$ cat src/hw/rtl/single_hash_bloom_filter_macros.svh
// Assertion macros shared by the single-hash Bloom filter RTL.
`ifndef SINGLE_HASH_BLOOM_FILTER_MACROS_SVH
`define SINGLE_HASH_BLOOM_FILTER_MACROS_SVH

// Same-cycle implication, disabled while reset is asserted.
`define SBF_ASSERT_IMPL(label, clk, rst_n, ante, cons) \
    label: assert property (@(posedge clk) disable iff (!rst_n) (ante) |-> (cons)) \
        else $error("sbf assertion failed");

// Next-cycle implication, disabled while reset is asserted.
`define SBF_ASSERT_NEXT(label, clk, rst_n, ante, cons) \
    label: assert property (@(posedge clk) disable iff (!rst_n) (ante) |=> (cons)) \
        else $error("sbf assertion failed");

`endif

$ cat src/hw/rtl/sbf_pkg.sv
// Shared types and constants of the single-hash Bloom filter.
package sbf_pkg;

    localparam int DEFAULT_MAX_WORDS = 64;
    localparam int CFG_W             = 7;
    localparam int HASH_W            = 64;
    localparam int WORD_W            = 64;
    localparam int IDX_W             = 6;
    localparam int BITPOS_W          = 12;
    localparam int LOW_BITS          = 6;
    localparam int DVD_W             = 2 * HASH_W - LOW_BITS;
    localparam int RADIX_STEPS       = DVD_W / 2;
    localparam int STEP_CNT_W        = $clog2(RADIX_STEPS);

    localparam logic [CFG_W-1:0] RESET_FILTER_WORDS = CFG_W'(8);

    localparam logic [1:0] OP_INSERT = 2'd0;
    localparam logic [1:0] OP_QUERY  = 2'd1;
    localparam logic [1:0] OP_READ   = 2'd2;
    localparam logic [1:0] OP_WRITE  = 2'd3;

    typedef struct packed {
        logic [1:0]          op;
        logic [CFG_W-1:0]    word;
        logic [LOW_BITS-1:0] bitsel;
        logic [BITPOS_W-1:0] pos;
        logic                in_range;
        logic [WORD_W-1:0]   wdata;
    } t_job;

endpackage

$ cat src/hw/rtl/sbf_queue.sv
// Two-entry job queue between the front and back parts.
module sbf_queue (
    input  logic          i_clk,
    input  logic          i_rst_n,
    input  logic          i_push,
    input  sbf_pkg::t_job i_job,
    output logic          o_full,
    input  logic          i_pop,
    output logic          o_valid,
    output sbf_pkg::t_job o_job
);
    import sbf_pkg::*;

    t_job       r_slot [2];
    logic       r_wr_ptr, r_rd_ptr;
    logic [1:0] r_count;

    always_ff @(posedge i_clk) begin
        if (!i_rst_n) begin
            r_wr_ptr <= 1'b0;
            r_rd_ptr <= 1'b0;
            r_count  <= 2'd0;
        end else begin
            if (i_push) begin
                r_wr_ptr <= ~r_wr_ptr;
            end
            if (i_pop) begin
                r_rd_ptr <= ~r_rd_ptr;
            end
            r_count <= r_count + {1'b0, i_push} - {1'b0, i_pop};
        end
    end

    always_ff @(posedge i_clk) begin
        if (i_push) begin
            r_slot[r_wr_ptr] <= i_job;
        end
    end

    assign o_full  = r_count[1];
    assign o_valid = (r_count != 2'd0);
    assign o_job   = r_slot[r_rd_ptr];
endmodule

$ cat config.mk
export PLATFORM = sky130hd
export DESIGN_NAME = sbf_queue
export DESIGN_NICKNAME = d
export VERILOG_FILES = /design/src/hw/rtl/single_hash_bloom_filter_macros.svh /design/src/hw/rtl/sbf_pkg.sv /design/src/hw/rtl/sbf_queue.sv
export SDC_FILE = /design/constraint.sdc
export NUM_CORES = 1
export LEC_CHECK = 0
export ABC_CLOCK_PERIOD_IN_PS = 11490
export BUFFER_PORTS_ARGS = -buffer_cell sky130_fd_sc_hd__buf_2
export CORE_ASPECT_RATIO = 1.2
export CORE_MARGIN = 2
export CORE_UTILIZATION = 56
export CTS_CLUSTER_DIAMETER = 150
export CTS_CLUSTER_SIZE = 12
export DETAILED_ROUTE_END_ITERATION = 10
export GPL_TIMING_DRIVEN = 0
export HOLD_SLACK_MARGIN = 0.03
export PLACE_DENSITY = 0.84
export SLEW_MARGIN = 20
export SYNTH_ARGS = -nofsm -noshare
export SYNTH_HDL_FRONTEND = slang
export SYNTH_SLANG_ARGS = --single-unit
$ cat constraint.sdc
create_clock -name i_clk -period 11.49 [get_ports i_clk]
set_clock_uncertainty 0.05 [all_clocks]
set_input_delay 0 -clock i_clk [delete_from_list [all_inputs] [get_ports i_clk]]
set_output_delay 0 -clock i_clk [all_outputs]
set_load 0.1 [all_outputs]
# After elaboration in Yosys (flattened, before gate mapping)
# Memories as Yosys holds them, arrays and structs flattened. A register that Yosys moved wholly into a read port is not among the register bits.
# Cells that the tools add are included.
# word_totals
reg_bits,4
ram_bits,184
in_bits,96
wordCells,13
memories,1
# mem_list
name,words,word_bits,rd,rd_clocked_by_memory_dff,write_ports,line_no,rtl
r_slot,2,92,1,1,1,sbf_queue.sv:14,t_job r_slot [2];
# op_classes
add_sub_neg,2
n_mux,4
bitwise,2
n_reduce_logical,1
# ops
cell,n
$mux W1,4
$add A2 B1 Y2,1
$not A1 Y1,2
$reduce_bool A2 Y1,1
$sub A2 B1 Y2,1

# Longest topological paths before layout
# logic_depth
ltp_word,3
ltp_mapped,6
mapped_depth_nobuf,6

# Worst setup path before layout
# OpenSTA, ideal clock, no wires.
# synth_timing
path_kind,reg2reg
startpoint,register r_wr_ptr
endpoint,memory r_slot[0][0] (netlist name) (enable)
t_arrival_ns,4.395
required_ns,10.885
slack_ns,6.490
stages_incl_launch_ff,2
cell_sequence,dfxtp_1 > nor2b_1
# synth_lines
item,line_no,rtl
start: declaration,sbf_queue.sv:15,"logic r_wr_ptr, r_rd_ptr;"
start signal: assignment,sbf_queue.sv:25,r_wr_ptr <= ~r_wr_ptr;
end: declaration,sbf_queue.sv:14,
# Straight into the memory's write port.

==> impl_metrics.csv <==
group,metric,value,unit
status,status,"finished clean",
worst_setup_path,crit_required,11440,ps
synthesis,synth_area_leader_cell,"edfxtp_1",
synthesis,synth_cells,306,
worst_hold_path,hold_class,"input pin to register",
synthesis,synth_cell_types,15,
layout,drive_gt1_frac,0.525,
floorplan,dieHeight,129,µm
worst_setup_path,reg2reg_to,"r_slot[1][90]$_DFFE_PP_",
drt,viasPerCell,5.02,
drt,first_pass_iters,4,
grt,first_global_vias,4232,
worst_setup_path,path_class,"register to output pin",
placement,place_congestion,0.712,
clock_tree,cts.sinks,189,
synthesis,mappedNetlistArea,7260,µm²
power_and_ir_drop,peakVddDrop,120,µV
worst_setup_path,slowest_delay,350,ps
clock_tree,clkTransAtPathRegs,70,ps
timing,rsz0062_at_grt,"false",
synthesis,synth-edff-count,184,
worst_setup_path,cp_top_family,"buffers and inverters",
worst_setup_path,cpMaxStageDelayCell,"dfxtp_1",
power_and_ir_drop,power_density,183,nW/µm²
synthesis,avgSynthCellArea,23.7,µm²
worst_setup_path,end_kind,"output pin",
placement,dp_hpwl,8880,µm
worst_setup_path,path_buf_inv,3,
power_and_ir_drop,total_power,1850,µW
floorplan,rows,45,
worst_setup_path,worstPathArrival,1810,ps
worst_setup_path,worstSetupEndpoint,"o_job[31]",
timing,finalSetupTns,0,ps
grt,antenna_found_initial,0,
placement,place_area,8560,µm²
grt,grt_pass1_wl,22000,µm
grt,grt_remaining_overflow,0,
worst_setup_path,rr_startpoint,"r_wr_ptr$_SDFFE_PN0P_",
synthesis,synth-seq-area-share,0.775,
clock_tree,cts_buffer_depth,2,
synthesis,yosys-top-cells-count,"184 x edfxtp_1, 80 x mux2_4, 12 x mux2_2",
timing,worst_pin_slew,733,ps
flow_run,drv_cap,0,
layout,nNetsFinal,713,
worst_setup_path,start_kind,"register",
synthesis,yosysTopAreaCellShare,0.761,
clock_tree,cts_tree,"yes",
synthesis,synth.area.top_cells,"edfxtp_1 76%, mux2_4 17%, buf_12 2.2%",
synthesis,muxShareOfSynthArea,0.184,
timing,fin_ws,9630,ps
drt,wire_per_inst,19.0,µm
grt,track_usage,0.217,
timing,fin_crit_sh,0.162,
synthesis,ys_seq_elements,189,
floorplan,io_pins,190,
worst_setup_path,cp_cell_sequence,"buf_6 -> buf_12 -> mux2_4 -> buf_2",
synthesis,synth_top_family_by_area,"multiplexers",
timing,min_period,1860,ps
timing,finalSetupViolCount,0,
timing,drv_slew,0,
power_and_ir_drop,p_leak,0.00405,µW
placement,place_ws,9720,ps
timing,maxSlewHeadroom,0.511,
synthesis,synthSimpleGateAreaFrac,0.00689,
synthesis,synth_nets,404,
worst_setup_path,cp.depth,4,
synthesis,synth_fa_ha_area_frac,0.00345,
synthesis,ys.flop_type,"edfxtp_1",
synthesis,synth_compound_area_frac,0.00103,
timing,hold_violations,0,
timing,fmax,538,MHz
synthesis,async_flop_share,0,
drt,vias,3973,
synthesis,yosysMostFrequentCell,"edfxtp_1",
layout,syn2layout_area_growth,39.1,%
drt,antenna_left,0,
clock_tree,numCtsBuffers,17,
floorplan,die_w,108,µm
layout,n_fill_cell,630,
clock_tree,htreeDepth,4,
grt,grt_max_degree,49,
worst_setup_path,rrSetupSlack,9690,ps
clock_tree,post_cts_buffers,0,
floorplan,die_area,13900,µm²
drt,wl,15100,µm
floorplan,coreArea,12700,µm²
drt,drc_errors,0,
drt,drtIter0Drc,184,
worst_setup_path,crit_fanout,10,
layout,antenna_cells,0,
clock_tree,root_buffer,"clkbuf_16",
synthesis,synth-warning-count,0,
floorplan,initial_core_util,0.573,
layout,fin_util,0.797,
synthesis,synth_xor_area_frac,0.00431,
worst_setup_path,r2r_cells,2,
layout,final_area,10100,µm²
clock_tree,clk_latency,420,ps
placement,portBuffers,189,
-- state kept, by name (all words and copies together), names as in the netlist, named ones only --
register	cells
r_wr_ptr	1
r_slot	184
r_rd_ptr	1
r_count	2
-- power by group --
part	internal, µW	switching [µW]	total [µW]
clock network	307	264	571
logic	130	340	470
registers	796	11.3	808
total	1230	615	1850
-- layer usage --
layer,part of all wire,track usage
met5,0,0
met4,0.020,0.0769
met3,0.056,0.0547
met2,0.57,0.410
met1,0.35,0.232
-- cell type report --
type                            instances  area [µm²]  area share
Sequential cell                       189        5630       0.557
Timing Repair Buffer                  290        2040       0.203
Multi-Input combinational cell        105        1460       0.145
Clock buffer                           17         425      0.0421
Tap cell                              164         205      0.0203
Buffer                                 10         176      0.0175
Clock inverter                         15         150      0.0149
Inverter                                2        7.51    0.000744
-- kinds of logic (layout without fill, tap and decap cells) --
family | after synthesis | in the layout
AO/OA/AOI/OAI | 1 | 1
XOR/XNOR | 2 | 2
adder cells (fa/ha/maj) | 2 | 2
buffers and inverters | 12 | 334
flip-flops | 189 | 189
multiplexers | 92 | 92
AND/OR/NAND/NOR | 8 | 8
-- placed cells by master (no fill, tap or decap), types with 2 or more instances in the layout --
| cell type | Yosys | routed |
|---|---|---|
| buf_2 | 1 | 190 |
| dfxtp_1 | 5 | 5 |
| mux2_4 | 80 | 80 |
| inv_8 | 0 | 4 |
| buf_16 | 0 | 5 |
| inv_6 | 0 | 4 |
| edfxtp_1 | 184 | 184 |
| inv_1 | 2 | 2 |
| mux2_2 | 12 | 12 |
| clkbuf_16 | 0 | 17 |
| dlygate4sd3_1 | 0 | 96 |
| nor2b_1 | 3 | 2 |
| clkinvlp_4 | 0 | 3 |
| ha_1 | 2 | 2 |
| and2_1 | 4 | 3 |
| buf_12 | 8 | 8 |
-- worst reg2reg max path, cell delays in order (launching register included) --
cell	delay, ps
dfxtp_1	400
and2_4	660
buf_16	330
-- stage by stage --
stage / hold WS [ps] / cells
2_1_floorplan: 48.9 / 306
3_3_place_gp: 139 / 659
3_5_place_dp: 142 / 664
4_1_cts: 231 / 792
5_1_grt: 244 / 792
6_report: 249 / 792
-- worst min path at each step --
| stage | to | slack, ps | start | cells after the start |
|---|---|---|---|---|
| floorplan | r_slot[0][0]$_DFFE_PP_ | 50 | i_job[0] | 0 |
| global placement | r_slot[0][47]$_DFFE_PP_ | 140 | i_job[47] | 1 |
| detailed placement | r_slot[0][78]$_DFFE_PP_ | 140 | i_job[78] | 1 |
| CTS | r_slot[1][1]$_DFFE_PP_ | 230 | i_job[1] | 2 |
| global route | r_slot[1][3]$_DFFE_PP_ | 240 | i_job[3] | 2 |
| finish | r_slot[0][63]$_DFFE_PP_ | 250 | i_job[63] | 2 |
-- repair_timing --
item / 4_1_cts / 5_1_grt
hold endpoints to repair: 189 / 0
resized for setup: 0 / 0
hold buffers: 96 / 0
No activity file was read; power rests on OpenSTA's default activity.
