--- src/hw/rtl/single_hash_bloom_filter_macros.svh ---
// Assertion macros shared by the single-hash Bloom filter RTL.
`ifndef SINGLE_HASH_BLOOM_FILTER_MACROS_SVH
`define SINGLE_HASH_BLOOM_FILTER_MACROS_SVH

// Same-cycle implication, disabled while reset is asserted.
`define SBF_ASSERT_IMPL(label, clk, rst_n, ante, cons) \
    label: assert property (@(posedge clk) disable iff (!rst_n) (ante) |-> (cons)) \
        else $error("sbf assertion failed");

// Next-cycle implication, disabled while reset is asserted.
`define SBF_ASSERT_NEXT(label, clk, rst_n, ante, cons) \
    label: assert property (@(posedge clk) disable iff (!rst_n) (ante) |=> (cons)) \
        else $error("sbf assertion failed");

`endif

--- src/hw/rtl/sbf_pkg.sv ---
// Shared types and constants of the single-hash Bloom filter.
package sbf_pkg;

    localparam int DEFAULT_MAX_WORDS = 64;
    localparam int CFG_W             = 7;
    localparam int HASH_W            = 64;
    localparam int WORD_W            = 64;
    localparam int IDX_W             = 6;
    localparam int BITPOS_W          = 12;
    localparam int LOW_BITS          = 6;
    localparam int DVD_W             = 2 * HASH_W - LOW_BITS;
    localparam int RADIX_STEPS       = DVD_W / 2;
    localparam int STEP_CNT_W        = $clog2(RADIX_STEPS);

    localparam logic [CFG_W-1:0] RESET_FILTER_WORDS = CFG_W'(8);

    localparam logic [1:0] OP_INSERT = 2'd0;
    localparam logic [1:0] OP_QUERY  = 2'd1;
    localparam logic [1:0] OP_READ   = 2'd2;
    localparam logic [1:0] OP_WRITE  = 2'd3;

    typedef struct packed {
        logic [1:0]          op;
        logic [CFG_W-1:0]    word;
        logic [LOW_BITS-1:0] bitsel;
        logic [BITPOS_W-1:0] pos;
        logic                in_range;
        logic [WORD_W-1:0]   wdata;
    } t_job;

endpackage

--- src/hw/rtl/sbf_ram.sv ---
// Generic single-write, single-read RAM with registered read data.
module sbf_ram #(
    parameter int WIDTH = 64,
    parameter int DEPTH = 64,
    parameter int AW    = (DEPTH > 1) ? $clog2(DEPTH) : 1
) (
    input  logic             i_clk,
    input  logic             i_we,
    input  logic [AW-1:0]    i_waddr,
    input  logic [WIDTH-1:0] i_wdata,
    input  logic             i_re,
    input  logic [AW-1:0]    i_raddr,
    output logic [WIDTH-1:0] o_rdata
);
    logic [WIDTH-1:0] r_mem [DEPTH];
    logic [WIDTH-1:0] r_rdata;

    always_ff @(posedge i_clk) begin
        if (i_we) begin
            r_mem[i_waddr] <= i_wdata;
        end
        if (i_re) begin
            r_rdata <= r_mem[i_raddr];
        end
    end

    assign o_rdata = r_rdata;
endmodule

--- src/hw/rtl/sbf_back.sv ---
// Back part: clears the store after reset, runs read-modify-write jobs, drives results.
`include "single_hash_bloom_filter_macros.svh"
module sbf_back #(
    parameter int MAX_WORDS = sbf_pkg::DEFAULT_MAX_WORDS
) (
    input  logic                         i_clk,
    input  logic                         i_rst_n,
    input  logic                         i_job_valid,
    input  sbf_pkg::t_job                i_job,
    output logic                         o_pop,
    output logic                         o_clearing,
    output logic                         o_done,
    output logic                         o_hit,
    output logic [sbf_pkg::BITPOS_W-1:0] o_bit_position,
    output logic [sbf_pkg::WORD_W-1:0]   o_word_out
);
    import sbf_pkg::*;

    localparam int AW = (MAX_WORDS > 1) ? $clog2(MAX_WORDS) : 1;

    typedef enum logic [2:0] {
        B_CLEAR = 3'b001,
        B_IDLE  = 3'b010,
        B_EXEC  = 3'b100
    } t_bstate;

    t_bstate             r_state, n_state;
    logic [AW-1:0]       r_clr_addr;
    t_job                r_job;
    logic                r_done;
    logic                r_hit;
    logic [BITPOS_W-1:0] r_pos;
    logic [WORD_W-1:0]   r_word;
    logic [WORD_W-1:0]   rdata;
    logic                we;
    logic [AW-1:0]       waddr;
    logic [WORD_W-1:0]   wdata;

    assign o_pop      = (r_state == B_IDLE) && i_job_valid;
    assign o_clearing = (r_state == B_CLEAR);

    sbf_ram #(
        .WIDTH (WORD_W),
        .DEPTH (MAX_WORDS),
        .AW    (AW)
    ) u_store (
        .i_clk   (i_clk),
        .i_we    (we),
        .i_waddr (waddr),
        .i_wdata (wdata),
        .i_re    (o_pop),
        .i_raddr (AW'(i_job.word)),
        .o_rdata (rdata)
    );

    always_comb begin
        we    = 1'b0;
        waddr = AW'(r_job.word);
        wdata = rdata | (WORD_W'(1) << r_job.bitsel);
        case (r_state)
            B_CLEAR: begin
                we    = 1'b1;
                waddr = r_clr_addr;
                wdata = '0;
            end
            B_EXEC: begin
                if (r_job.op == OP_INSERT) begin
                    we = 1'b1;
                end else if (r_job.op == OP_WRITE && r_job.in_range) begin
                    we    = 1'b1;
                    wdata = r_job.wdata;
                end
            end
            default: we = 1'b0;
        endcase
    end

    always_comb begin
        n_state = r_state;
        case (r_state)
            B_CLEAR: begin
                if (r_clr_addr == AW'(MAX_WORDS - 1)) begin
                    n_state = B_IDLE;
                end
            end
            B_IDLE: begin
                if (i_job_valid) begin
                    n_state = B_EXEC;
                end
            end
            B_EXEC:  n_state = B_IDLE;
            default: n_state = B_IDLE;
        endcase
    end

    always_ff @(posedge i_clk) begin
        if (!i_rst_n) begin
            r_state    <= B_CLEAR;
            r_clr_addr <= '0;
            r_done     <= 1'b0;
        end else begin
            r_state <= n_state;
            r_done  <= (r_state == B_EXEC);
            if (r_state == B_CLEAR) begin
                r_clr_addr <= r_clr_addr + AW'(1);
            end
        end
    end

    always_ff @(posedge i_clk) begin
        if (o_pop) begin
            r_job <= i_job;
        end
        if (r_state == B_EXEC) begin
            r_hit  <= (r_job.op == OP_QUERY) && rdata[r_job.bitsel];
            r_pos  <= r_job.pos;
            r_word <= (r_job.op == OP_READ && r_job.in_range) ? rdata : '0;
        end
    end

    assign o_done         = r_done;
    assign o_hit          = r_hit;
    assign o_bit_position = r_pos;
    assign o_word_out     = r_word;

    `SBF_ASSERT_NEXT(a_exec_gives_result, i_clk, i_rst_n, r_state == B_EXEC, r_done)
    `SBF_ASSERT_IMPL(a_no_pop_in_clear, i_clk, i_rst_n, r_state == B_CLEAR, !o_pop)
    `SBF_ASSERT_IMPL(a_result_after_exec, i_clk, i_rst_n, r_done, $past(r_state) == B_EXEC)
endmodule

--- config.mk ---
export PLATFORM = sky130hd
export DESIGN_NAME = sbf_back
export DESIGN_NICKNAME = d
export VERILOG_FILES = /design/src/hw/rtl/sbf_pkg.sv /design/src/hw/rtl/sbf_ram.sv /design/src/hw/rtl/sbf_back.sv
export VERILOG_INCLUDE_DIRS = /design/src /design/src/hw/rtl
export SDC_FILE = /design/constraint.sdc
export NUM_CORES = 2
export LEC_CHECK = 0
export ABC_CLOCK_PERIOD_IN_PS = 11600
export BUFFER_PORTS_ARGS = -buffer_cell sky130_fd_sc_hd__buf_2
export CAP_MARGIN = 20
export CORE_UTILIZATION = 59
export CTS_BUF_LIST = sky130_fd_sc_hd__clkbuf_4
export DETAILED_ROUTE_END_ITERATION = 10
export PLACE_DENSITY_LB_ADDON = 0.05
export REMOVE_ABC_BUFFERS = 1
export SLEW_MARGIN = 20
export SYNTH_ARGS = -nofsm -noshare
export SYNTH_HDL_FRONTEND = slang
export SYNTH_SLANG_ARGS = --single-unit
--- constraint.sdc ---
create_clock -name i_clk -period 11.6 [get_ports i_clk]
set_input_delay 0.58 -clock i_clk [delete_from_list [all_inputs] [get_ports i_clk]]
set_output_delay 0.58 -clock i_clk [all_outputs]
set_load 0.02 [all_outputs]
Yosys cells after proc, flatten, opt, wreduce, memory -nomap -nowiden

Memories as Yosys holds them, arrays and structs flattened. A register that Yosys moved wholly into a read port is not among the register bits.
Index checks and enable logic that the tools add are counted.

Logic and storage cells: 46
Register bits: 178
Input bits: 95
Memory bits (writable): 4096
Memories kept: 1

Eq/ne operators: 9
Reduce and logical (&&, ||, !) cells: 6
Add/sub/neg operators: 1
Muxes and demuxes: 14
Shift-type cells: 1
Magnitude comparators: 1
Bitwise operators: 1

Memories:

| name          | words | bits a word | read ports | clocked after memory_dff | wr ports | line          | RTL |
|---|---|---|---|---|---|---|---|
| u_store.r_mem | 64    | 64          | 1          | 1                        | 1        | sbf_ram.sv:15 | `logic [WIDTH-1:0] r_mem [DEPTH];` |

Operators with widths:

| kind                                                        | count |
|---|---|
| two-way mux 64 bit                                          | 2 |
| one-hot mux 64 bit (2 select lines)                         | 1 |
| bitwise OR 64 bit                                           | 1 |
| << shifter 1 x 6 -> 64 bit (first input constant)           | 1 |
| less-than comparator 6 x 7 -> 1 bit (second input constant) | 1 |
| adder 6 x 1 -> 6 bit (second input constant)                | 1 |
| binary-select mux 1 bit (select 6 bit)                      | 1 |
| == test 6 bit (second input constant)                       | 1 |
| two-way mux 3 bit                                           | 2 |
| two-way mux 6 bit                                           | 1 |
| one-hot mux 3 bit (2 select lines)                          | 1 |
| two-way mux 1 bit                                           | 5 |
| == test 2 bit (second input constant)                       | 2 |
| logical AND 1 bit                                           | 4 |
| == test 3 x 1 -> 1 bit (second input constant)              | 1 |
| == test 3 x 2 -> 1 bit (second input constant)              | 1 |
| == test 3 bit (second input constant)                       | 1 |
| == test 2 x 1 -> 1 bit (second input constant)              | 1 |
| logical NOT 2 bit                                           | 1 |
| != test 2 x 1 -> 1 bit (second input constant)              | 1 |
| != test 2 bit (second input constant)                       | 1 |
| one-hot mux 1 bit (2 select lines)                          | 1 |
| AND reduction 2 bit                                         | 1 |

Depth between registers and ports, before layout

Depth in word-level cells: 7
Gate-level depth with buffers: 10
Mapped depth without buffers: 5

Cells and area by module

A second synthesis with hierarchy kept.

Cell total of the unflattened synthesis: 7177
Area, all modules: 164656.7 um2

Modules (own cells, without submodules):

| module   | instances | area each (um2) | cells an instance |
|---|---|---|---|
| sbf_ram  | 1         | 156989.3        | 6598 |
| sbf_back | 1         | 7667.4          | 579 |

Least setup slack after synthesis

No wires, ideal clock.

Kind: input port to flip-flop
Start: in i_job_valid
End: reg r_job[0] in the netlist's numbering (enable)
Data required time: 10.717 ns
Arrival time: 11.539 ns
Stages: 2
Buffers on the path: 0
Library setup time: 0.883 ns
Slack: -0.821 ns
Path through: nand2_1 -> nor3_1

Cells in the longest elaborated chain, start to end: 1

RTL lines:

| element              | line            | RTL |
|---|---|---|
| start, declared      | sbf_back.sv:8   | `input logic i_job_valid,` |
| logical AND 1 bit    | sbf_back.sv:39  | `assign o_pop = (r_state == B_IDLE) && i_job_valid;` |
| net o_pop            | sbf_back.sv:10  | `output logic o_pop,` |
| end signal, assigned | sbf_back.sv:112 | `r_job <= i_job;` |
| end, declared        | sbf_back.sv:29  | `t_job r_job;` |

The timed path passes the listed nets, and every way through them passes these cells.
A chain may end at the register's enable or synchronous reset.

Worst setup path after layout

Start: reg r_state[1]
End: mem u_store.r_mem[16][46] (enable)

Cells in the longest elaborated chain, start to end: 4

RTL lines:

| element                                                 | line            | RTL |
|---|---|---|
| start, declared                                         | sbf_back.sv:27  | `t_bstate r_state, n_state;` |
| start signal, assigned                                  | sbf_back.sv:102 | `r_state <= n_state;` |
| == test 3 bit or == test 3 x 1 -> 1 bit (tied branches) | sbf_back.sv:60  | `case (r_state)` |
| one-hot mux 1 bit (2 select lines)                      | sbf_back.sv:60  |  |
| two-way mux 1 bit                                       | sbf_ram.sv:19   | `if (i_we) begin` |
| two-way mux 1 bit (not written as such)                 | sbf_ram.sv:20   | `r_mem[i_waddr] <= i_wdata;` |
| end, declared                                           | sbf_ram.sv:15   |  |

Several ways; a longest one is shown, not always the timed one.

==> summary.txt <==
Outcome
  – Status: finished clean

Die
  – Placement Rows: 193
  – Initial core utilization: 59.5%
  – I/O Pins: about 180
  – Full die area: roughly 0.28 mm²
  – Width of the chip: 530 µm
  – Height of the die: 530 µm
  – Core region area: 0.277 mm²

Power
  – Clk pwr share: 40.8%
  – P_sw: 0.00646 W
  – P_leak: 58.1 nW
  – Switching power share of the total: 21.2%
  – Pwr dens: 162 mW/mm²
  – Sequential power share: between 50% and 60%
  – Gate power share: under 10%
  – VDD IR max: between 0.1 and 0.15 mV
  – Internal Power: 0.0239 W

Global routing
  – Vias in the first global route: between 80000 and 90000
  – Largest net degree at the start of global routing: between 100 and 150
  – Total congestion overflow: 0
  – First-pass GRT wire length: about 650000 µm
  – GRT Util Overall: 34.5%
  – Initial antenna violation count: 28

Critical path
  – Critical Path End Type: flip-flop
  – Worst path most repeated cell: buf_4
  – Worst EP arrival: 6300 ps
  – Slowest stage delay, CP: 920 ps
  – Max FO, Critical Path: 33
  – Critical path launch point type: flip-flop
  – Setup CP Type: reg -> reg
  – WP data required: 12800 ps
  – Worst path slowest cell: nor2_4
  – Crit path cell chain: or3b_1 > mux2i_1 > o2111ai_2 > nor2_4 > buf_4 > buf_4

Placed design
  – Final HPWL DP: 253000 µm
  – Routability-driven placement congestion ratio: around 0.84
  – # port buffers: 173
  – Post-Place Worst Slack: 6470 ps

STA
  – PnR worst setup slack: 6510 ps
  – RSZ-0062 raised after global routing: false
  – Worst clock skew: 143 ps
  – Worst Tran Pin Value: 1270 ps
  – Final period util: 43.9%
  – Slew Viols, Final: 0
  – Max-slew headroom: 15.2%
  – Setup-failing EPs final: 0
  – TNS Setup: 0 ps
  – Final Hold Vio Count: 0
  – Period minus WS final: a little over 5000 ps
  – Fmax: 196 MHz

Synthesis
  – Syn Inst Count: 6901
  – Synth Area in Adders: 0.00759%
  – Mean Syn Cell Area: 23.9 µm²
  – Compound-cell area share of the yosys netlist: about 2.0%
  – Multiplexer area fraction after synthesis: 17.1%
  – Xor/xnor share of the synthesized area: less than 1%
  – Seq/Total Area, Yosys: 79.0%
  – Commonest register cell after synthesis: edfxtp_1
  – Largest family of logic cells by synthesized area: multiplexers
  – Mapped cell area: 0.165 mm²
  – Synth unique cells: 43
  – Ys async rst share: 0%
  – Simple-gate share of the synthesized area: 0.873%
  – Ys Warns: 0
  – FF+latch count, synth: 4338
  – EDFF count, synth: between 4000 and 5000

Detailed routing
  – # DRC: 0
  – Vias: roughly 85000
  – DR pass1 iterations: 6
  – Drt wl/cell: 37.1 µm
  – Final WL: 473000 µm
  – Drt via density: 6.70
  – First DRT Iteration DRCs: 12200
  – Detail Route Antenna Nets: 0

Layout
  – Share of cells above drive strength 1: 38.4%
  – Fillers: around 18000
  – Area Growth Syn to Fin: 13.9%
  – Fin nets: 8440

CTS
  – Cts bufs inserted: 1157
  – Clock network latency to the later pin of the worst-skew pair: 1720 ps
  – Clk sinks: roughly 4300
  – Clock transition at the registers of the reported paths: around 60 ps
  – H-tree lvl count: 7
  – Postcts setup bufs: 0
  – Root buffer cell: clkbuf_4
  – Clk buf depth: 5
  – TritonCTS clock tree: yes

Job
  – Maxcap violations: 0

Min path
  – HP Class: in -> reg
==> layout by cell type (no fill, tap or decap), types with 10 or more instances in the layout <==
cell type	n
a211o_1	51
a21oi_1	129
a221oi_1	24
a22o_1	26
a22oi_1	13
and2_1	74
buf_12	18
buf_2	169
buf_4	269
clkbuf_4	1613
clkinv_1	152
clkinv_2	10
dfxtp_1	10
diode_2	21
dlygate4sd3_1	189
edfxtp_1	4328
inv_2	32
mux2_2	18
mux2i_1	210
mux4_2	1146
nand2_1	87
nand2b_1	16
nor2_1	11
nor2_4	67
o21ai_0	15
o21ai_4	62
o22a_1	51
o22ai_1	116
==> area by class of cell <==
type | instances | area, µm² | share of cell area, %
Multi-Input combinational cell | 2183 | 34300 | 18.3
Sequential cell | 4338 | 130000 | 69.4
Timing Repair Buffer | 660 | 5440 | 2.90
Clock buffer | 1612 | 12100 | 6.45
Inverter | 4 | 15.0 | 0.00800
Antenna cell | 21 | 52.6 | 0.0280
Tap cell | 3705 | 4640 | 2.47
Clock inverter | 204 | 1000 | 0.534
==> power groups by stage <==
stage,Sequential [W],Combinational [W],Clock (W)
2_1_floorplan,0.0174,0.000360,0
3_3_place_gp,0.0174,0.000860,0
3_5_place_dp,0.0174,0.000864,0
4_1_cts,0.0171,0.000914,0.0126
5_1_grt,0.0171,0.000946,0.0134
6_report,0.0171,0.000912,0.0124
==> sequential cells by signal (all words and copies together), names as in the netlist <==
signal,count
o_bit_position,12
o_done,1
o_hit,1
o_word_out,64
r_clr_addr,6
r_job,91
r_state,3
u_store.o_rdata,64
u_store.r_mem,4096
==> timing repair <==
item                      in CTS  in global routing
resized for setup              0                  0
hold endpoints to repair     239                  0
hold buffers                 189                  0
==> critical path, delay by kind of cell, from the launching register on <==
kind                   cells  cell delay, ps
muxes                      1             550
buffers and inverters      2            1400
and+or+nand+nor            2            1590
DFF                        1             450
AOI/OAI and AO/OA          1             640
==> Yosys cell counts, types with 24 or more instances <==
library cell     n  area (µm²)
edfxtp_1      4328      130000
mux4_2        1146       25800
mux2i_1        210        2100
clkbuf_1       194         728
buf_2          131         656
a21oi_1        129         646
o22ai_1        116         726
nand2_1         89         334
nor2_1          80         300
o21ai_0         79         395
and2_1          75         469
a211o_1         51         447
o22a_1          51         447
buf_1           34         128
a22o_1          26         228
a221oi_1        24         210
==> routing by layer <==
metal	wire (µm)	global-route usage (%)	vias up
li1	-	-	33300
met1	173000	46.2	45300
met2	224000	52.7	5617
met3	49400	8.55	1048
met4	25300	19.0	16
met5	82	0	-
==> final timing paths <==
| check | startpoint | to | slack, ps | depth (start not counted) |
|---|---|---|---|---|
| max | r_state[1] | u_store.r_mem[16][46] | 6510 | 6 |
| min | i_job[39] | r_job[39] | 140 | 3 |
| max reg2reg | r_state[1] | u_store.r_mem[16][46] | 6510 | 6 |
| min reg2reg | r_job[72] | o_bit_position[7] | 420 | 0 |
==> metrics by stage <==
step                      std cells  utilization [%]  instance area, µm²  power [W]  hold WS, ps
after floorplan                6525                -              163000     0.0178          400
after global placement        10700             62.2              172000     0.0183          404
after detailed placement      10700             62.3              172000     0.0183          407
after CTS                     12700             67.7              187000     0.0306         1.47
after global routing          12700             67.7              188000     0.0314         93.9
final                         12700             67.8              188000     0.0304          136
==> logic make-up (layout without fill, tap and decap cells) <==
logic type / after synthesis / count (layout)
flops: 4338 / 4338
mux: 1374 / 1374
compound gates: 505 / 505
buf+inv: 380 / 2480
simple gates: 299 / 299
xor+xnor: 4 / 4
fa+ha+maj: 1 / 1
other cells: 0 / 21
Note: power is estimated with default switching activity, not from simulation.
