--- src/hw/rtl/single_hash_bloom_filter_macros.svh ---
// Assertion macros shared by the single-hash Bloom filter RTL.
`ifndef SINGLE_HASH_BLOOM_FILTER_MACROS_SVH
`define SINGLE_HASH_BLOOM_FILTER_MACROS_SVH

// Same-cycle implication, disabled while reset is asserted.
`define SBF_ASSERT_IMPL(label, clk, rst_n, ante, cons) \
    label: assert property (@(posedge clk) disable iff (!rst_n) (ante) |-> (cons)) \
        else $error("sbf assertion failed");

// Next-cycle implication, disabled while reset is asserted.
`define SBF_ASSERT_NEXT(label, clk, rst_n, ante, cons) \
    label: assert property (@(posedge clk) disable iff (!rst_n) (ante) |=> (cons)) \
        else $error("sbf assertion failed");

`endif

--- src/hw/rtl/sbf_pkg.sv ---
// Shared types and constants of the single-hash Bloom filter.
package sbf_pkg;

    localparam int DEFAULT_MAX_WORDS = 64;
    localparam int CFG_W             = 7;
    localparam int HASH_W            = 64;
    localparam int WORD_W            = 64;
    localparam int IDX_W             = 6;
    localparam int BITPOS_W          = 12;
    localparam int LOW_BITS          = 6;
    localparam int DVD_W             = 2 * HASH_W - LOW_BITS;
    localparam int RADIX_STEPS       = DVD_W / 2;
    localparam int STEP_CNT_W        = $clog2(RADIX_STEPS);

    localparam logic [CFG_W-1:0] RESET_FILTER_WORDS = CFG_W'(8);

    localparam logic [1:0] OP_INSERT = 2'd0;
    localparam logic [1:0] OP_QUERY  = 2'd1;
    localparam logic [1:0] OP_READ   = 2'd2;
    localparam logic [1:0] OP_WRITE  = 2'd3;

    typedef struct packed {
        logic [1:0]          op;
        logic [CFG_W-1:0]    word;
        logic [LOW_BITS-1:0] bitsel;
        logic [BITPOS_W-1:0] pos;
        logic                in_range;
        logic [WORD_W-1:0]   wdata;
    } t_job;

endpackage

--- src/hw/rtl/sbf_front.sv ---
// Front part: takes commands, reduces the key hash with a radix-4 remainder loop.
`include "single_hash_bloom_filter_macros.svh"
module sbf_front #(
    parameter int MAX_WORDS = sbf_pkg::DEFAULT_MAX_WORDS
) (
    input  logic                         i_clk,
    input  logic                         i_rst_n,
    input  logic                         i_accept,
    input  logic [1:0]                   i_op,
    input  logic [sbf_pkg::HASH_W-1:0]   i_key_hash_high,
    input  logic [sbf_pkg::HASH_W-1:0]   i_key_hash_low,
    input  logic [sbf_pkg::IDX_W-1:0]    i_word_index,
    input  logic [sbf_pkg::WORD_W-1:0]   i_word_value,
    input  logic [sbf_pkg::CFG_W-1:0]    i_filter_words,
    input  logic                         i_queue_full,
    output logic                         o_idle,
    output logic                         o_push,
    output sbf_pkg::t_job                o_job
);
    import sbf_pkg::*;

    typedef enum logic [2:0] {
        F_IDLE = 3'b001,
        F_DIV  = 3'b010,
        F_PUSH = 3'b100
    } t_fstate;

    t_fstate               r_state, n_state;
    logic [DVD_W-1:0]      r_dvd;
    logic [CFG_W-1:0]      r_rem, n_rem;
    logic [CFG_W-1:0]      r_words;
    logic [STEP_CNT_W-1:0] r_cnt;
    logic [1:0]            r_op;
    logic [LOW_BITS-1:0]   r_low;
    logic [IDX_W-1:0]      r_widx;
    logic [WORD_W-1:0]     r_wval;
    logic [CFG_W-1:0]      words;
    logic [CFG_W:0]        t1, t2;
    logic [CFG_W-1:0]      r1;
    logic                  key_op;

    always_comb begin
        words = i_filter_words;
        if (i_filter_words == '0) begin
            words = CFG_W'(1);
        end else if (32'(i_filter_words) > MAX_WORDS) begin
            words = CFG_W'(MAX_WORDS);
        end
    end

    // two restoring steps per cycle
    always_comb begin
        t1 = {r_rem, r_dvd[DVD_W-1]};
        if (t1 >= {1'b0, r_words}) begin
            t1 = t1 - {1'b0, r_words};
        end
        r1 = t1[CFG_W-1:0];
        t2 = {r1, r_dvd[DVD_W-2]};
        if (t2 >= {1'b0, r_words}) begin
            t2 = t2 - {1'b0, r_words};
        end
        n_rem = t2[CFG_W-1:0];
    end

    assign key_op = (r_op == OP_INSERT) || (r_op == OP_QUERY);
    assign o_idle = (r_state == F_IDLE);
    assign o_push = (r_state == F_PUSH) && !i_queue_full;

    always_comb begin
        n_state = r_state;
        case (r_state)
            F_IDLE: begin
                if (i_accept) begin
                    n_state = ((i_op == OP_INSERT) || (i_op == OP_QUERY)) ? F_DIV : F_PUSH;
                end
            end
            F_DIV: begin
                if (r_cnt == '0) begin
                    n_state = F_PUSH;
                end
            end
            F_PUSH: begin
                if (!i_queue_full) begin
                    n_state = F_IDLE;
                end
            end
            default: n_state = F_IDLE;
        endcase
    end

    always_ff @(posedge i_clk) begin
        if (!i_rst_n) begin
            r_state <= F_IDLE;
        end else begin
            r_state <= n_state;
        end
    end

    always_ff @(posedge i_clk) begin
        if (r_state == F_IDLE && i_accept) begin
            r_dvd   <= {i_key_hash_high, i_key_hash_low[HASH_W-1:LOW_BITS]};
            r_low   <= i_key_hash_low[LOW_BITS-1:0];
            r_rem   <= '0;
            r_cnt   <= STEP_CNT_W'(RADIX_STEPS - 1);
            r_words <= words;
            r_op    <= i_op;
            r_widx  <= i_word_index;
            r_wval  <= i_word_value;
        end else if (r_state == F_DIV) begin
            r_dvd <= {r_dvd[DVD_W-3:0], 2'b00};
            r_rem <= n_rem;
            r_cnt <= r_cnt - STEP_CNT_W'(1);
        end
    end

    always_comb begin
        o_job.op       = r_op;
        o_job.wdata    = r_wval;
        o_job.bitsel   = r_low;
        if (key_op) begin
            o_job.word     = r_rem;
            o_job.pos      = BITPOS_W'({r_rem, r_low});
            o_job.in_range = 1'b1;
        end else begin
            o_job.word     = {1'b0, r_widx};
            o_job.pos      = '0;
            o_job.in_range = ({1'b0, r_widx} < r_words);
        end
    end

    `SBF_ASSERT_IMPL(a_rem_below_divisor, i_clk, i_rst_n, r_state == F_DIV, r_rem < r_words)
    `SBF_ASSERT_IMPL(a_push_has_room, i_clk, i_rst_n, o_push, !i_queue_full)
endmodule

--- config.mk ---
export PLATFORM = sky130hd
export DESIGN_NAME = sbf_front
export DESIGN_NICKNAME = d
export VERILOG_FILES = /design/src/hw/rtl/sbf_pkg.sv /design/src/hw/rtl/sbf_front.sv
export VERILOG_INCLUDE_DIRS = /design/src /design/src/hw/rtl
export SDC_FILE = /design/constraint.sdc
export NUM_CORES = 1
export LEC_CHECK = 0
export ABC_AREA = 1
export BUFFER_PORTS_ARGS = -buffer_cell sky130_fd_sc_hd__buf_2
export CAP_MARGIN = 20
export CORE_MARGIN = 2
export CORE_UTILIZATION = 51
export CTS_CLUSTER_SIZE = 10
export DETAILED_ROUTE_END_ITERATION = 6
export GPL_TIMING_DRIVEN = 0
export PLACE_DENSITY = 0.85
export REMOVE_ABC_BUFFERS = 1
export SLEW_MARGIN = 20
export SYNTH_ARGS = -nofsm -noshare
export SYNTH_HDL_FRONTEND = slang
export SYNTH_SLANG_ARGS = --single-unit
--- constraint.sdc ---
create_clock -name i_clk -period 6.4 [get_ports i_clk]
set_input_delay 1.28 -clock i_clk [delete_from_list [all_inputs] [get_ports i_clk]]
set_output_delay 1.28 -clock i_clk [all_outputs]
set_load 0.02 [all_outputs]
Word-level counts from Yosys, hierarchy flattened
Index checks and enable logic that the tools add are counted.
W data, S select, Z words.

word-level totals
  output and inout port bits = 94
  bits of input ports = 211
  logic and storage cells = 49
  register bits after elaboration = 223

cells by class
  equality and inequality tests = 8
  add/sub/neg operators = 3
  $lt $le $gt $ge = 4
  muxes and demuxes = 12
  reductions and logical operators = 12

operators by type and width
  cell                   number
  $mux W122              2
  $mux W7                4
  $ge A8 B7 Y1           2
  $sub A7 B7 Y7          2
  $mux W13               1
  $mux W3                4
  $pmux W3 S3            1
  $gt A7 B7 Y1 const B   1
  $logic_not A7 Y1       1
  $lt A6 B7 Y1           1
  $logic_not A6 Y1       1
  $ne A2 B2 Y1 const B   3
  $sub A6 B1 Y6 const B  1
  $eq A2 B1 Y1 const B   2
  $logic_not A2 Y1       2
  $eq A3 B1 Y1 const B   1
  $eq A3 B2 Y1 const B   1
  $eq A3 B3 Y1 const B   1
  $reduce_and A3 Y1      1
  $logic_and A1 B1 Y1    2
  $logic_or A1 B1 Y1     2
  $reduce_bool A2 Y1     1
  $reduce_or A2 Y1       1
  $logic_not A1 Y1       1

Depth between registers and ports, before layout
  depth after elaboration = 5
  gate-level depth with buffers = 25
  depth with buffers taken out = 25

Worst setup path after synthesis
OpenSTA, ideal clock, no wires.

  kind = input-to-reg
  start point = in i_accept
  end point = reg r_rem[0]
  arrival = 4.803 ns
  buffers on the path = 0
  library setup time = 0.116 ns
  cell stages on the path = 7
  data required time = 6.284 ns
  path slack = 1.482 ns
  cells stage by stage = inv_1 -> nor2_4 -> inv_2 -> nand2_1 -> inv_1 -> nand2_1 -> nand2_1

between the ends
  word-level cells in the longest chain between the ends = 1

ends and longest elaborated chain
  element               line              RTL
  from (decl)           sbf_front.sv:8    input logic i_accept,
  $logic_and A1 B1 Y1   sbf_front.sv:100  if (r_state == F_IDLE && i_accept) begin
  to (signal assigned)  sbf_front.sv:111  r_rem <= n_rem;
  to (decl)             sbf_front.sv:30   logic [CFG_W-1:0] r_rem, n_rem;

Every way passes these cells.
A chain may end at the register's enable or synchronous reset.

Worst setup path after layout
  start point = reg r_dvd[121]
  end point = reg r_rem[4]

between the ends
  word-level cells in the longest chain between the ends = 4
  elaborated cells between the ends (all ways) = 6
  those cells by class = add/sub (2); order compare (2); mux (2)

ends and longest elaborated chain
  element                                               line                              RTL
  from (decl)                                           sbf_front.sv:29                   logic [DVD_W-1:0] r_dvd;
  from (signal assigned)                                sbf_front.sv:101                  r_dvd <= {i_key_hash_high, i_key_hash_low[HASH_W-1:LOW_BITS]};
  from (signal assigned)                                sbf_front.sv:110                  r_dvd <= {r_dvd[DVD_W-3:0], 2'b00};
  $sub A7 B7 Y7 / $ge A8 B7 Y1 (equally long branches)  sbf_front.sv:55, sbf_front.sv:54
  $mux W7 *                                             sbf_front.sv:54                   if (t1 >= {1'b0, r_words}) begin
  $sub A7 B7 Y7 / $ge A8 B7 Y1 (equally long branches)  sbf_front.sv:60, sbf_front.sv:59
  $mux W7 *                                             sbf_front.sv:59                   if (t2 >= {1'b0, r_words}) begin

Every way passes the cells marked *; elsewhere a longest branch is shown, timed or not.

==> impl_metrics.toml <==
[run_status]
outcome = "completed"

[setup_path]
worst_ep_required_time_ps = 6800
slowest_stage = "sky130_fd_sc_hd__fa_1"
worst_path_largest_cell_delay_ps = 430
worst_path_most_repeated_cell = "sky130_fd_sc_hd__nand2_1"
critical_path.endpoint_type = "flop"
cp.arrival_ps = 4030
setup.worst_path.start_class = "flop"
path_cells = "inv_1 > ha_1 > inv_1 > fa_1 > nand2_1 > nand2_1 > nand2_1 > nand2_1 > nand2_1 > nand2_2 > nand2_1 > o21a_1 > inv_1 > fa_1 > nand3_1 > nand2_1 > nand2_1 > nand2_1 > nand2_1 > nand2_1 > nor2_2 > nor2_1 > nor2_1 > nor2_1"
path_delay_family = "simple AND/OR/NAND/NOR gates"
critical_path.n_buffers_inverters = 3
crit_path_max_fanout = 8
setup.worst_path.class = "flop to flop"

[logic_synthesis]
yosysTopAreaCellShare = 0.648
synth.yosys.seq_area_share = 0.682
netlist_instances = 915
synthesis.yosys.warnings = 0
yosysUniqueCellTypes = 35
synth.area.top_cells = "sky130_fd_sc_hd__edfxtp_1, sky130_fd_sc_hd__nand2_1, sky130_fd_sc_hd__dfxtp_1"
synth_top_area_cell = "sky130_fd_sc_hd__edfxtp_1"
yosys_register_bits = 223
synthesis.area_mm2 = 0.00959
syn-mean-instance-area_um2 = 10.5

[cells_and_area]
layout.nets = 1458
antenna_cells = 0
area_growth_syn_to_layout_pct = 27.5
layout-drive-gt1-share = 0.285
commonest_cells_after_routing_fill_and_taps_aside = "sky130_fd_sc_hd__nand2_1, sky130_fd_sc_hd__buf_2, sky130_fd_sc_hd__edfxtp_1"
instances_no_fill = 1472
final_common_cell = "sky130_fd_sc_hd__nand2_1"
postLayoutCellArea_mm2 = 0.0122

[place]
post_dp_cell_area_mm2 = 0.0115
gp_congestion = 0.908
port_buffers = 304
post-place-cells = 1431
post-dp-hpwl_um = 15700
preCtsSetupSlack_ps = 2820

[sta]
pin_slew_with_the_least_headroom_to_its_limit_ps = 964
clock_skew_ps = 7.54
finalWorstSetupSlack_ps = 2770
worst_slew_slack_as_a_fraction_of_its_limit = 0.354
timing.final.setup_violations = 0
clock.fmax_mhz = 276
final_min_period_over_clock_period = 0.567
timing_hold_violations_final = 0
final.min_clock_period_ps = 3630
fin_hold_ws_ps = 486
setup_repair_after_global_routing_missed_its_margin = "false"
timing_max_transition_violations_final = 0

[cts]
clock_tree.buffer_depth = 3
clkLatencyLatePin_ps = 520
cts_num_sinks = 223
path_clk_slew_ps = 50
post-cts-setup-buffers = 0
clk_root_buffer_cell = "sky130_fd_sc_hd__clkbuf_16"
tritoncts = "yes"
cts.htree.levels = 1
cts_resized = 0
cts_made_buffers = 26
postCtsHoldBufs = 0

[power]
design_power_total_uw = 4060
max_ir_drop_vdd_mv = 0.318
static-leakage-power_uw = 0.00580
power-per-cell-area_mw_per_mm2 = 333

[grt]
first_global_vias = 7155
grt_first_pass_wirelength_um = 33800
grt_start_max_net_pins = 106
global_route_congestion_overflow_total = 0
antenna_found_initial = 0
groute.usage.overall = 0.212

[floorplan]
die_width_um = 141
dieArea_mm2 = 0.0199
placeableCoreArea_mm2 = 0.0186
num_rows = 50
floorplan.initialDensity = 0.516
die_y_um = 141
boundaryPins = 305

[route]
detail_route.iter0.violations = 396
drt_drc_violations_left = 0
firstDrtPassIters = 6
via_count = 7278
antenna_violating_nets_post_route = 0
detail_route.wirelength_um = 21400
detail_route.wl_per_cell_um = 14.6
routed_via_density = 4.94

[job]
max_cap_violations = 0

[worst_hold_path]
min-delay-path-class = "flop to flop"
## worst reg2reg max path: stages (launching register included)
cell and delay, ps:
sky130_fd_sc_hd__edfxtp_1 360, sky130_fd_sc_hd__inv_1 120, sky130_fd_sc_hd__ha_1 160, sky130_fd_sc_hd__inv_1 70
sky130_fd_sc_hd__fa_1 410, sky130_fd_sc_hd__nand2_1 80, sky130_fd_sc_hd__nand2_1 90, sky130_fd_sc_hd__nand2_1 100
sky130_fd_sc_hd__nand2_1 60, sky130_fd_sc_hd__nand2_1 150, sky130_fd_sc_hd__nand2_2 140, sky130_fd_sc_hd__nand2_1 80
sky130_fd_sc_hd__o21a_1 150, sky130_fd_sc_hd__inv_1 80, sky130_fd_sc_hd__fa_1 430, sky130_fd_sc_hd__nand3_1 90
sky130_fd_sc_hd__nand2_1 100, sky130_fd_sc_hd__nand2_1 100, sky130_fd_sc_hd__nand2_1 60, sky130_fd_sc_hd__nand2_1 60
sky130_fd_sc_hd__nand2_1 90, sky130_fd_sc_hd__nor2_2 270, sky130_fd_sc_hd__nor2_1 70, sky130_fd_sc_hd__nor2_1 150
sky130_fd_sc_hd__nor2_1 50
## flip-flops by register name (all words and copies together), names as in the netlist
name	cells
r_dvd	122
r_wval	64
r_rem	7
r_words	7
r_cnt	6
r_low	6
r_widx	6
r_state	3
r_op	2
## where the power goes
part | leakage [uW] | internal (uW) | switching [uW]
registers | 0.00211 | 1880 | 65.6
logic | 0.00335 | 300 | 546
clock network | 0.000344 | 744 | 531
total | 0.00580 | 2920 | 1140
## layout make-up
| cell class | count | area [um^2] |
|---|---|---|
| Clock buffer | 39 | 699 |
| Clock inverter | 2 | 20.0 |
| Fill cell | 1383 | 6360 |
| Inverter | 67 | 256 |
| Multi-Input combinational cell | 593 | 2660 |
| Sequential cell | 223 | 6540 |
| Tap cell | 234 | 293 |
| Timing Repair Buffer | 314 | 1760 |
## per-stage QoR
step	TNS, ps	util
5_1_grt	0	0.658
4_1_cts	0	0.658
3_5_place_dp	0	0.619
2_1_floorplan	-335500	-
6_report	0	0.658
3_3_place_gp	-1104060	0.606
## worst paths after layout
| kind | from | end | slack, ps | depth (start not counted) |
|---|---|---|---|---|
| max reg2reg | r_dvd[121] | r_rem[4] | 2770 | 24 |
| min reg2reg | r_cnt[0] | r_cnt[0] | 490 | 2 |
| max | r_dvd[121] | r_rem[4] | 2770 | 24 |
| min | r_cnt[0] | r_cnt[0] | 490 | 2 |
## cells by family (layout without fill, tap and decap cells)
logic type	Yosys count	in the layout	share of synthesized area
AO/OA/AOI/OAI	36	36	0.0222
flip-flops	223	223	0.682
buffers and inverters	99	422	0.0418
XOR/XNOR	7	7	0.00640
AND/OR/NAND/NOR	528	528	0.217
adder cells (fa/ha/maj)	22	22	0.0303
## synthesized netlist by cell type
master and number:
sky130_fd_sc_hd__inv_1 64, sky130_fd_sc_hd__xnor2_1 3, sky130_fd_sc_hd__nand3b_1 2, sky130_fd_sc_hd__nor4_1 1, sky130_fd_sc_hd__buf_1 3, sky130_fd_sc_hd__edfxtp_1 207
sky130_fd_sc_hd__o21ai_0 13, sky130_fd_sc_hd__nor3_2 1, sky130_fd_sc_hd__dfxtp_1 16, sky130_fd_sc_hd__a31o_2 1, sky130_fd_sc_hd__xor2_1 4, sky130_fd_sc_hd__o31ai_1 1
sky130_fd_sc_hd__clkbuf_1 6, sky130_fd_sc_hd__nor2_2 1, sky130_fd_sc_hd__o211ai_1 2, sky130_fd_sc_hd__nand4_1 7, sky130_fd_sc_hd__nor3_4 1, sky130_fd_sc_hd__a21oi_1 12
sky130_fd_sc_hd__a21boi_0 1, sky130_fd_sc_hd__nand2_1 442, sky130_fd_sc_hd__nor3_1 3, sky130_fd_sc_hd__nand3_1 28, sky130_fd_sc_hd__or2_2 1, sky130_fd_sc_hd__inv_2 3
sky130_fd_sc_hd__buf_2 23, sky130_fd_sc_hd__nor2_1 38, sky130_fd_sc_hd__a21o_1 2, sky130_fd_sc_hd__ha_1 20, sky130_fd_sc_hd__nand2_2 1, sky130_fd_sc_hd__o21bai_1 1
sky130_fd_sc_hd__a21boi_2 1, sky130_fd_sc_hd__nor2_4 1, sky130_fd_sc_hd__or2_0 1, sky130_fd_sc_hd__o21a_1 2, sky130_fd_sc_hd__fa_1 2
## routing by layer
layer  global-route usage  part of all wire  wire length (um)  vias up
li1                     -                 -                 -     3620
met1                0.254              0.38              8160     3316
met2                0.373              0.51             10800      295
met3               0.0588             0.087              1860       47
met4               0.0668             0.027               568        0
met5                    0                 0                 0        -
Power figures use the tool's default switching activity.
